[config.mk]
export PLATFORM = sky130hd
export DESIGN_NAME = ps2_mouse_packet_cursor
export DESIGN_NICKNAME = d
export VERILOG_FILES = /design/src/rtl/core/pmc_pkg.sv /design/src/rtl/core/pmc_axis_clamp.sv /design/src/rtl/core/ps2_mouse_packet_cursor.sv
export SDC_FILE = /design/constraint.sdc
export NUM_CORES = 1
export LEC_CHECK = 0
export BUFFER_PORTS_ARGS = -buffer_cell sky130_fd_sc_hd__buf_2
export CORE_MARGIN = 5
export CORE_UTILIZATION = 50
export CTS_CLUSTER_DIAMETER = 80
export DETAILED_ROUTE_END_ITERATION = 7
export GPL_TIMING_DRIVEN = 1
export MAX_ROUTING_LAYER = met4
export PLACE_DENSITY = 0.7
export SYNTH_ARGS = -nofsm -noshare
export SYNTH_HDL_FRONTEND = slang
export SYNTH_SLANG_ARGS = --single-unit
[constraint.sdc]
create_clock -name clk -period 4.35 [get_ports clk]
set_input_delay 0.435 -clock clk [delete_from_list [all_inputs] [get_ports clk]]
set_output_delay 0.435 -clock clk [all_outputs]
set_load 0.005 [all_outputs]
[src/rtl/core/pmc_pkg.sv]
`timescale 1ns / 1ps

package pmc_pkg;

    // Default cursor coordinate width
    localparam int COORD_BITS_DEF = 12;

    // Field widths fixed by the byte format and the register map
    localparam int BYTE_BITS    = 8;
    localparam int SIZE_BITS    = 13;
    localparam int HOME_BITS    = 12;
    localparam int DX_BITS      = 9;
    localparam int DY_BITS      = 10;
    localparam int BTN_BITS     = 3;
    localparam int STATUS_BITS  = 2;
    localparam int CFG_IDX_BITS = 2;

    // Protocol bytes
    localparam logic [BYTE_BITS-1:0] ACK_BYTE  = 8'hFA;
    localparam logic [BYTE_BITS-1:0] HDR_MASK  = 8'hC8;
    localparam logic [BYTE_BITS-1:0] HDR_MATCH = 8'h08;
    localparam logic [BYTE_BITS-1:0] BTN_MASK  = 8'h07;

    // Result status codes
    localparam logic [STATUS_BITS-1:0] ST_ABSORBED   = 2'd0;
    localparam logic [STATUS_BITS-1:0] ST_COMPLETE   = 2'd1;
    localparam logic [STATUS_BITS-1:0] ST_UNEXPECTED = 2'd2;

    // Register indexes
    localparam logic [CFG_IDX_BITS-1:0] REG_SCREEN_WIDTH  = 2'd0;
    localparam logic [CFG_IDX_BITS-1:0] REG_SCREEN_HEIGHT = 2'd1;
    localparam logic [CFG_IDX_BITS-1:0] REG_HOME_X        = 2'd2;
    localparam logic [CFG_IDX_BITS-1:0] REG_HOME_Y        = 2'd3;

    // Register reset values
    localparam logic [SIZE_BITS-1:0] SCREEN_WIDTH_RST  = 13'd640;
    localparam logic [SIZE_BITS-1:0] SCREEN_HEIGHT_RST = 13'd480;
    localparam logic [HOME_BITS-1:0] HOME_X_RST        = 12'd312;
    localparam logic [HOME_BITS-1:0] HOME_Y_RST        = 12'd232;

endpackage

[src/rtl/core/pmc_axis_clamp.sv]
`timescale 1ns / 1ps

// Move one cursor axis by a signed delta and clamp to 0 .. limit-1.
// The limit is the screen size, capped at 2^COORD_BITS, with zero taken as one.
module pmc_axis_clamp #(
    parameter int COORD_BITS = pmc_pkg::COORD_BITS_DEF
) (
    input  logic [COORD_BITS-1:0]             pos,
    input  logic signed [pmc_pkg::DY_BITS-1:0] delta,
    input  logic [pmc_pkg::SIZE_BITS-1:0]     size,
    output logic [COORD_BITS-1:0]             next_pos
);

    localparam int SW = (COORD_BITS + 2 > pmc_pkg::SIZE_BITS + 1) ?
                        COORD_BITS + 2 : pmc_pkg::SIZE_BITS + 1;

    logic [SW-1:0]        size_ext;
    logic [SW-1:0]        cap;
    logic [SW-1:0]        limit;
    logic signed [SW-1:0] sum;

    always_comb
    begin
        size_ext = SW'(size);
        cap      = SW'(1) << COORD_BITS;
        limit    = (size_ext > cap) ? cap : size_ext;
        if (limit == '0)
        begin
            limit = SW'(1);
        end
        sum = $signed({{(SW - COORD_BITS){1'b0}}, pos}) + SW'(delta);
        if (sum[SW-1])
        begin
            next_pos = '0;
        end
        else if ($unsigned(sum) >= limit)
        begin
            next_pos = COORD_BITS'(limit - SW'(1));
        end
        else
        begin
            next_pos = sum[COORD_BITS-1:0];
        end
    end

endmodule

[src/rtl/core/ps2_mouse_packet_cursor.sv]
`timescale 1ns / 1ps

// PS/2 mouse three-byte packet decoder with a clamped cursor.
// Each accepted byte's result is on the master side in the cycle after it.
// Throughput: 1 byte per cycle while the output register is empty or being
// drained; the per-byte update is one combinational pass into that register.
// Reset (rst_n, async, active low): wait for acknowledge, registers at defaults
// (640 x 480, home 312/232), cursor at home, last packet fields cleared.
module ps2_mouse_packet_cursor #(
    parameter int COORD_BITS = pmc_pkg::COORD_BITS_DEF
) (
    input  logic                                clk,
    input  logic                                rst_n,
    // Configuration write port
    input  logic                                cfg_we,
    input  logic [pmc_pkg::CFG_IDX_BITS-1:0]    cfg_addr,
    input  logic [pmc_pkg::SIZE_BITS-1:0]       cfg_wdata,
    // Byte stream in
    input  logic                                s_tvalid,
    output logic                                s_tready,
    input  logic [pmc_pkg::BYTE_BITS-1:0]       s_tdata,   // [7:0] data_byte
    // Result stream out
    output logic                                m_tvalid,
    input  logic                                m_tready,
    // from bit 0: status, buttons, delta_x, delta_y, cursor_x, cursor_y, zero fill
    output logic [((24 + 2 * COORD_BITS + 7) / 8) * 8 - 1:0] m_tdata
);

    localparam int OUT_RAW = 24 + 2 * COORD_BITS;
    localparam int OUT_W   = ((OUT_RAW + 7) / 8) * 8;

    // Frame phase codes
    localparam logic [1:0] PH_WAIT = 2'd0;
    localparam logic [1:0] PH_HDR  = 2'd1;
    localparam logic [1:0] PH_X    = 2'd2;
    localparam logic [1:0] PH_Y    = 2'd3;

    // Configuration registers
    logic [pmc_pkg::SIZE_BITS-1:0] screen_width_reg;
    logic [pmc_pkg::SIZE_BITS-1:0] screen_height_reg;
    logic [pmc_pkg::HOME_BITS-1:0] home_x_reg;
    logic [pmc_pkg::HOME_BITS-1:0] home_y_reg;

    // Decoder state
    logic [1:0]                          phase_reg,   phase_next;
    logic [pmc_pkg::BYTE_BITS-1:0]       header_reg,  header_next;
    logic [pmc_pkg::BYTE_BITS-1:0]       xbyte_reg,   xbyte_next;
    logic [pmc_pkg::BTN_BITS-1:0]        buttons_reg, buttons_next;
    logic signed [pmc_pkg::DX_BITS-1:0]  dx_reg,      dx_next;
    logic signed [pmc_pkg::DY_BITS-1:0]  dy_reg,      dy_next;
    logic [COORD_BITS-1:0]               pos_x_reg,   pos_x_next;
    logic [COORD_BITS-1:0]               pos_y_reg,   pos_y_next;

    // Output register
    logic                                m_valid_reg;
    logic [pmc_pkg::STATUS_BITS-1:0]     status_reg,  status_next;

    logic                                in_xact;
    logic signed [pmc_pkg::DX_BITS-1:0]  pkt_dx;
    logic signed [pmc_pkg::DY_BITS-1:0]  pkt_dy;
    logic signed [pmc_pkg::DX_BITS-1:0]  raw_dy;
    logic [COORD_BITS-1:0]               clamp_x;
    logic [COORD_BITS-1:0]               clamp_y;

    // Take a byte whenever the output register is empty or being drained
    assign s_tready = !m_valid_reg || m_tready;
    assign in_xact  = s_tvalid && s_tready;

    // Deltas of the packet that the current byte would complete
    assign pkt_dx = $signed({header_reg[4], xbyte_reg});
    assign raw_dy = $signed({header_reg[5], s_tdata});
    assign pkt_dy = -pmc_pkg::DY_BITS'(raw_dy);

    pmc_axis_clamp #(.COORD_BITS(COORD_BITS)) u_clamp_x (
        .pos      (pos_x_reg),
        .delta    (pmc_pkg::DY_BITS'(pkt_dx)),
        .size     (screen_width_reg),
        .next_pos (clamp_x)
    );

    pmc_axis_clamp #(.COORD_BITS(COORD_BITS)) u_clamp_y (
        .pos      (pos_y_reg),
        .delta    (pkt_dy),
        .size     (screen_height_reg),
        .next_pos (clamp_y)
    );

    // Per-byte decode
    always_comb
    begin
        phase_next   = phase_reg;
        header_next  = header_reg;
        xbyte_next   = xbyte_reg;
        buttons_next = buttons_reg;
        dx_next      = dx_reg;
        dy_next      = dy_reg;
        pos_x_next   = pos_x_reg;
        pos_y_next   = pos_y_reg;
        status_next  = pmc_pkg::ST_ABSORBED;
        case (phase_reg)
            PH_WAIT:
            begin
                if (s_tdata == pmc_pkg::ACK_BYTE)
                begin
                    // Acknowledge: start framing and home the cursor
                    phase_next = PH_HDR;
                    pos_x_next = COORD_BITS'(home_x_reg);
                    pos_y_next = COORD_BITS'(home_y_reg);
                end
                else
                begin
                    status_next = pmc_pkg::ST_UNEXPECTED;
                end
            end
            PH_HDR:
            begin
                // Drop bytes that do not look like a header
                if ((s_tdata & pmc_pkg::HDR_MASK) == pmc_pkg::HDR_MATCH)
                begin
                    header_next = s_tdata;
                    phase_next  = PH_X;
                end
            end
            PH_X:
            begin
                xbyte_next = s_tdata;
                phase_next = PH_Y;
            end
            PH_Y:
            begin
                buttons_next = pmc_pkg::BTN_BITS'(header_reg & pmc_pkg::BTN_MASK);
                dx_next      = pkt_dx;
                dy_next      = pkt_dy;
                pos_x_next   = clamp_x;
                pos_y_next   = clamp_y;
                phase_next   = PH_HDR;
                status_next  = pmc_pkg::ST_COMPLETE;
            end
            default:
            begin
                phase_next = PH_WAIT;
            end
        endcase
    end

    // Configuration writes
    always_ff @(posedge clk or negedge rst_n)
    begin
        if (!rst_n)
        begin
            screen_width_reg  <= pmc_pkg::SCREEN_WIDTH_RST;
            screen_height_reg <= pmc_pkg::SCREEN_HEIGHT_RST;
            home_x_reg        <= pmc_pkg::HOME_X_RST;
            home_y_reg        <= pmc_pkg::HOME_Y_RST;
        end
        else if (cfg_we)
        begin
            case (cfg_addr)
                pmc_pkg::REG_SCREEN_WIDTH:  screen_width_reg  <= cfg_wdata;
                pmc_pkg::REG_SCREEN_HEIGHT: screen_height_reg <= cfg_wdata;
                pmc_pkg::REG_HOME_X:
                    home_x_reg <= cfg_wdata[pmc_pkg::HOME_BITS-1:0];
                pmc_pkg::REG_HOME_Y:
                    home_y_reg <= cfg_wdata[pmc_pkg::HOME_BITS-1:0];
                default:
                begin
                end
            endcase
        end
    end

    // Advance decoder state on each input transaction
    always_ff @(posedge clk or negedge rst_n)
    begin
        if (!rst_n)
        begin
            phase_reg   <= PH_WAIT;
            header_reg  <= '0;
            xbyte_reg   <= '0;
            buttons_reg <= '0;
            dx_reg      <= '0;
            dy_reg      <= '0;
            pos_x_reg   <= COORD_BITS'(pmc_pkg::HOME_X_RST);
            pos_y_reg   <= COORD_BITS'(pmc_pkg::HOME_Y_RST);
        end
        else if (in_xact)
        begin
            phase_reg   <= phase_next;
            header_reg  <= header_next;
            xbyte_reg   <= xbyte_next;
            buttons_reg <= buttons_next;
            dx_reg      <= dx_next;
            dy_reg      <= dy_next;
            pos_x_reg   <= pos_x_next;
            pos_y_reg   <= pos_y_next;
        end
    end

    // Output valid: set by an input transaction, clear once taken
    always_ff @(posedge clk or negedge rst_n)
    begin
        if (!rst_n)
        begin
            m_valid_reg <= 1'b0;
        end
        else if (in_xact)
        begin
            m_valid_reg <= 1'b1;
        end
        else if (m_tready)
        begin
            m_valid_reg <= 1'b0;
        end
    end

    // Status payload; the other fields read straight from the state registers
    always_ff @(posedge clk)
    begin
        if (in_xact)
        begin
            status_reg <= status_next;
        end
    end

    assign m_tvalid = m_valid_reg;
    assign m_tdata  = OUT_W'({pos_y_reg, pos_x_reg, dy_reg, dx_reg, buttons_reg, status_reg});

    // Ready drops only while a result is held
    a_ready_when_free: assert property (@(posedge clk) disable iff (!rst_n)
        !s_tready |-> m_valid_reg)
        else $error("input stalled with empty output register");

    // Acknowledge while waiting starts framing and homes the cursor
    a_ack_homes: assert property (@(posedge clk) disable iff (!rst_n)
        (in_xact && phase_reg == PH_WAIT && s_tdata == pmc_pkg::ACK_BYTE) |=>
        (phase_reg == PH_HDR && status_reg == pmc_pkg::ST_ABSORBED &&
         pos_x_reg == COORD_BITS'($past(home_x_reg)) &&
         pos_y_reg == COORD_BITS'($past(home_y_reg))))
        else $error("acknowledge not handled");

    // Any other byte while waiting is flagged and keeps waiting
    a_unexpected: assert property (@(posedge clk) disable iff (!rst_n)
        (in_xact && phase_reg == PH_WAIT && s_tdata != pmc_pkg::ACK_BYTE) |=>
        (phase_reg == PH_WAIT && status_reg == pmc_pkg::ST_UNEXPECTED))
        else $error("unexpected byte not flagged");

    // The third byte closes a packet and returns to header phase
    a_packet_close: assert property (@(posedge clk) disable iff (!rst_n)
        (in_xact && phase_reg == PH_Y) |=>
        (phase_reg == PH_HDR && status_reg == pmc_pkg::ST_COMPLETE && m_valid_reg))
        else $error("packet not completed");

    // Once framing began, the decoder never goes back to waiting
    a_no_rewait: assert property (@(posedge clk) disable iff (!rst_n)
        (phase_reg != PH_WAIT) |=> (phase_reg != PH_WAIT))
        else $error("decoder fell back to waiting");

endmodule
==> results.json <==
{
  "reg2reg_depth": 17,
  "seq_area_frac_synth": 0.392,
  "n_antenna_cell": 0,
  "ys.flop_type": "dfrtp_1",
  "clk_latency_ns": 0.42,
  "cts.sinks": 114,
  "ant_nets": 0,
  "synth_largest_area_cell": "dfrtp_1",
  "fmaxAchievable_mhz": 238,
  "r2r_start": "pos_x_reg[0]$_DFFE_PN0P_",
  "dp_cells": 1020,
  "area_growth_pct": 21.3,
  "end_kind": "register",
  "tightestPinTransition_ns": 1.05,
  "peakVddDrop_v": 0.000395,
  "synth_top_family_by_area": "multiplexers",
  "synth-xor-area-share": 0.0427,
  "first_pass_iters": 5,
  "vias_per_cell": 5.80,
  "clock_path_buffers": 2,
  "routed_wl_mm": 19.6,
  "async_flop_share": 0.982,
  "fin_util": 0.616,
  "chipHeight_um": 132,
  "fin_crit_ns": 4.20,
  "status": "complete, no violations",
  "grt.overflow.total": 0,
  "path_clk_slew_ns": 0.05,
  "crit_slowest_cell": "a2111o_1",
  "synth.area.top_cells": "dfrtp_1, mux2_2, ha_1, dfstp_2, a21oi_1",
  "finalSetupTns_ns": 0,
  "synthesis.area_um2": 7380,
  "worstReg2RegEnd": "pos_x_reg[2]$_DFFE_PN0P_",
  "yosysWarningCount": 0,
  "synthAdderAreaFrac": 0.112,
  "yosys.area.top_type_share": 0.305,
  "drcViolationCount": 0,
  "die_area_um2": 17300,
  "yosys-top-cells-count": "dfrtp_1, mux2_2, nand2_1",
  "cts-root-buf": "clkbuf_16",
  "critPathTopFamily": "compound AO/OA/AOI/OAI gates",
  "ctsHoldBuffers": 0,
  "critPathMaxFanout": 4,
  "grt_start_max_net_pins": 84,
  "num_vias": 6104,
  "synth_compound_area_frac": 0.142,
  "place_congestion": 0.955,
  "critical_path_arrival_ns": 4.47,
  "max_stage_delay_ns": 0.45,
  "grt_usage": 0.234,
  "yosysMostFrequentCell": "dfrtp_1",
  "yosys.area_share.simple": 0.136,
  "start_kind": "input port",
  "hold_slack_ns": 0.180,
  "cp.required_ns": 4.62,
  "h-tree-depth": 4,
  "crit_path_frequent_cell": "ha_1",
  "drive_above_1_share": 0.320,
  "grt_pass1_wl_mm": 32.0,
  "hold_class": "input port to async pin",
  "nets": 948,
  "p_per_area_nw_per_um2": 856,
  "num-fill-cells": 1209,
  "pin_count": 78,
  "synth.ff_latch_count": 114,
  "die_w_um": 132,
  "slew_headroom": 0.299,
  "syn-instance-count": 735,
  "critPathBufInv": 2,
  "ys_types": 59,
  "finalPower_w": 0.00766,
  "p_leak_nw": 4.21,
  "row_count": 44,
  "core_um2": 14500,
  "grt_pass1_vias": 6183,
  "drv_slew": 0,
  "wl_per_cell_um": 18.6,
  "avgSynthCellArea_um2": 10.0,
  "setup-violations-final": 0,
  "drtIter0Drc": 390,
  "post-route-period-util": 0.965,
  "synth.area.mux_share": 0.149,
  "maxCapViolations": 0,
  "start_util": 0.508,
  "cts_buffers": 17,
  "cts_tree": "done",
  "critPathKind": "input port to register",
  "synth_edf_count": 2,
  "io_buffers": 77,
  "r2r_setup_slack_ns": 0.21,
  "cp_cell_sequence": "buf_2 -> nor4_4 -> nand2_1 -> xor2_1 -> ha_1 -> a2111oi_2 -> nor3_1 -> and2_1 -> o41a_1 -> xnor2_2 -> ha_1 -> a2111o_1 -> a211oi_2 -> o21ai_2 -> a21oi_2 -> buf_6 -> mux2i_1 -> o21ai_0",
  "hold_viol": 0,
  "skew_ns": 0.00808,
  "hpwlAfterDp_mm": 15.0,
  "stdcell_count": 1052,
  "antenna_found_initial": 0,
  "synth_nets": 828
}
power by group:
part           internal, W  total, W  switching (W)
Combinational      0.00215   0.00448        0.00233
Clock             0.000883   0.00136       0.000482
Sequential         0.00147   0.00182       0.000352
placed cells by master (no fill, tap or decap), types with 27 or more instances in the layout:
| master | n |
|---|---|
| a21oi_1 | 46 |
| buf_2 | 76 |
| buf_4 | 46 |
| dfrtp_1 | 90 |
| ha_1 | 62 |
| inv_1 | 27 |
| mux2_2 | 78 |
| nand2_1 | 64 |
| nor2_1 | 43 |
| o21ai_0 | 47 |
layer usage:
layer	track usage	share of wire	up-vias
met5	-	0	-
met4	0.0663	0.015	0
met3	0.0570	0.046	24
met2	0.354	0.46	161
met1	0.313	0.48	2996
li1	-	-	2923
cells by family after synthesis:
group | count (synthesis)
AOI/OAI and AO/OA | 167
xor gates and xnor gates | 36
buffers and inverters | 50
muxes | 100
and+or+nand+nor | 203
DFF | 114
adders and majority gates | 65
worst max-delay path by stage:
stage / from / to / slack (ns) / depth (start not counted)
after floorplan: s_tdata[3] / pos_y_reg[0]$_DFFE_PN0P_ / 0.02 / 18
after global placement: s_tdata[2] / pos_y_reg[10]$_DFFE_PN0P_ / -0.20 / 18
after detailed placement: s_tdata[2] / pos_y_reg[9]$_DFFE_PN0P_ / -0.38 / 18
after CTS: s_tdata[2] / pos_y_reg[9]$_DFFE_PN0P_ / 0.03 / 18
after global routing: s_tdata[3] / pos_y_reg[4]$_DFFE_PN0P_ / -0.06 / 18
final: s_tdata[3] / pos_y_reg[4]$_DFFE_PN0P_ / 0.15 / 18
final cells by class:
class / instances / area, um2 / share of cell area
Clock buffer: 23 / 478 / 0.0534
Clock inverter: 9 / 105 / 0.0117
Inverter: 27 / 101 / 0.0113
Multi-Input combinational cell: 571 / 4400 / 0.491
Sequential cell: 114 / 2890 / 0.323
Tap cell: 184 / 230 / 0.0257
Timing Repair Buffer: 124 / 748 / 0.0836
per-stage QoR:
step                      setup WS (ns)  cell area (um2)
after floorplan                  0.0208             7390
after global placement           -0.203             8270
after detailed placement         -0.385             8270
after CTS                        0.0313             8850
after global routing            -0.0649             8950
final                             0.151             8950
worst reg2reg max path, stage by stage (launching register included):
cell       delay (ns)
dfrtp_1          0.41
ha_1             0.26
fa_1             0.42
a21o_1           0.23
a221oi_2         0.31
a21oi_2          0.13
a21o_1           0.20
a211o_1          0.28
a21oi_1          0.19
xnor2_1          0.17
ha_1             0.28
nand4_1          0.09
a21oi_1          0.05
a221o_1          0.39
buf_4            0.19
mux2i_1          0.16
a2bb2oi_1        0.18
o21ai_0          0.10
what timing repair did:
action / 4_1_cts / 5_1_grt
setup endpoints to repair: 0 / 21
gates resized for setup: 0 / 21
buffers inserted: 0 / 0
(Power assumes the default switching activity.)
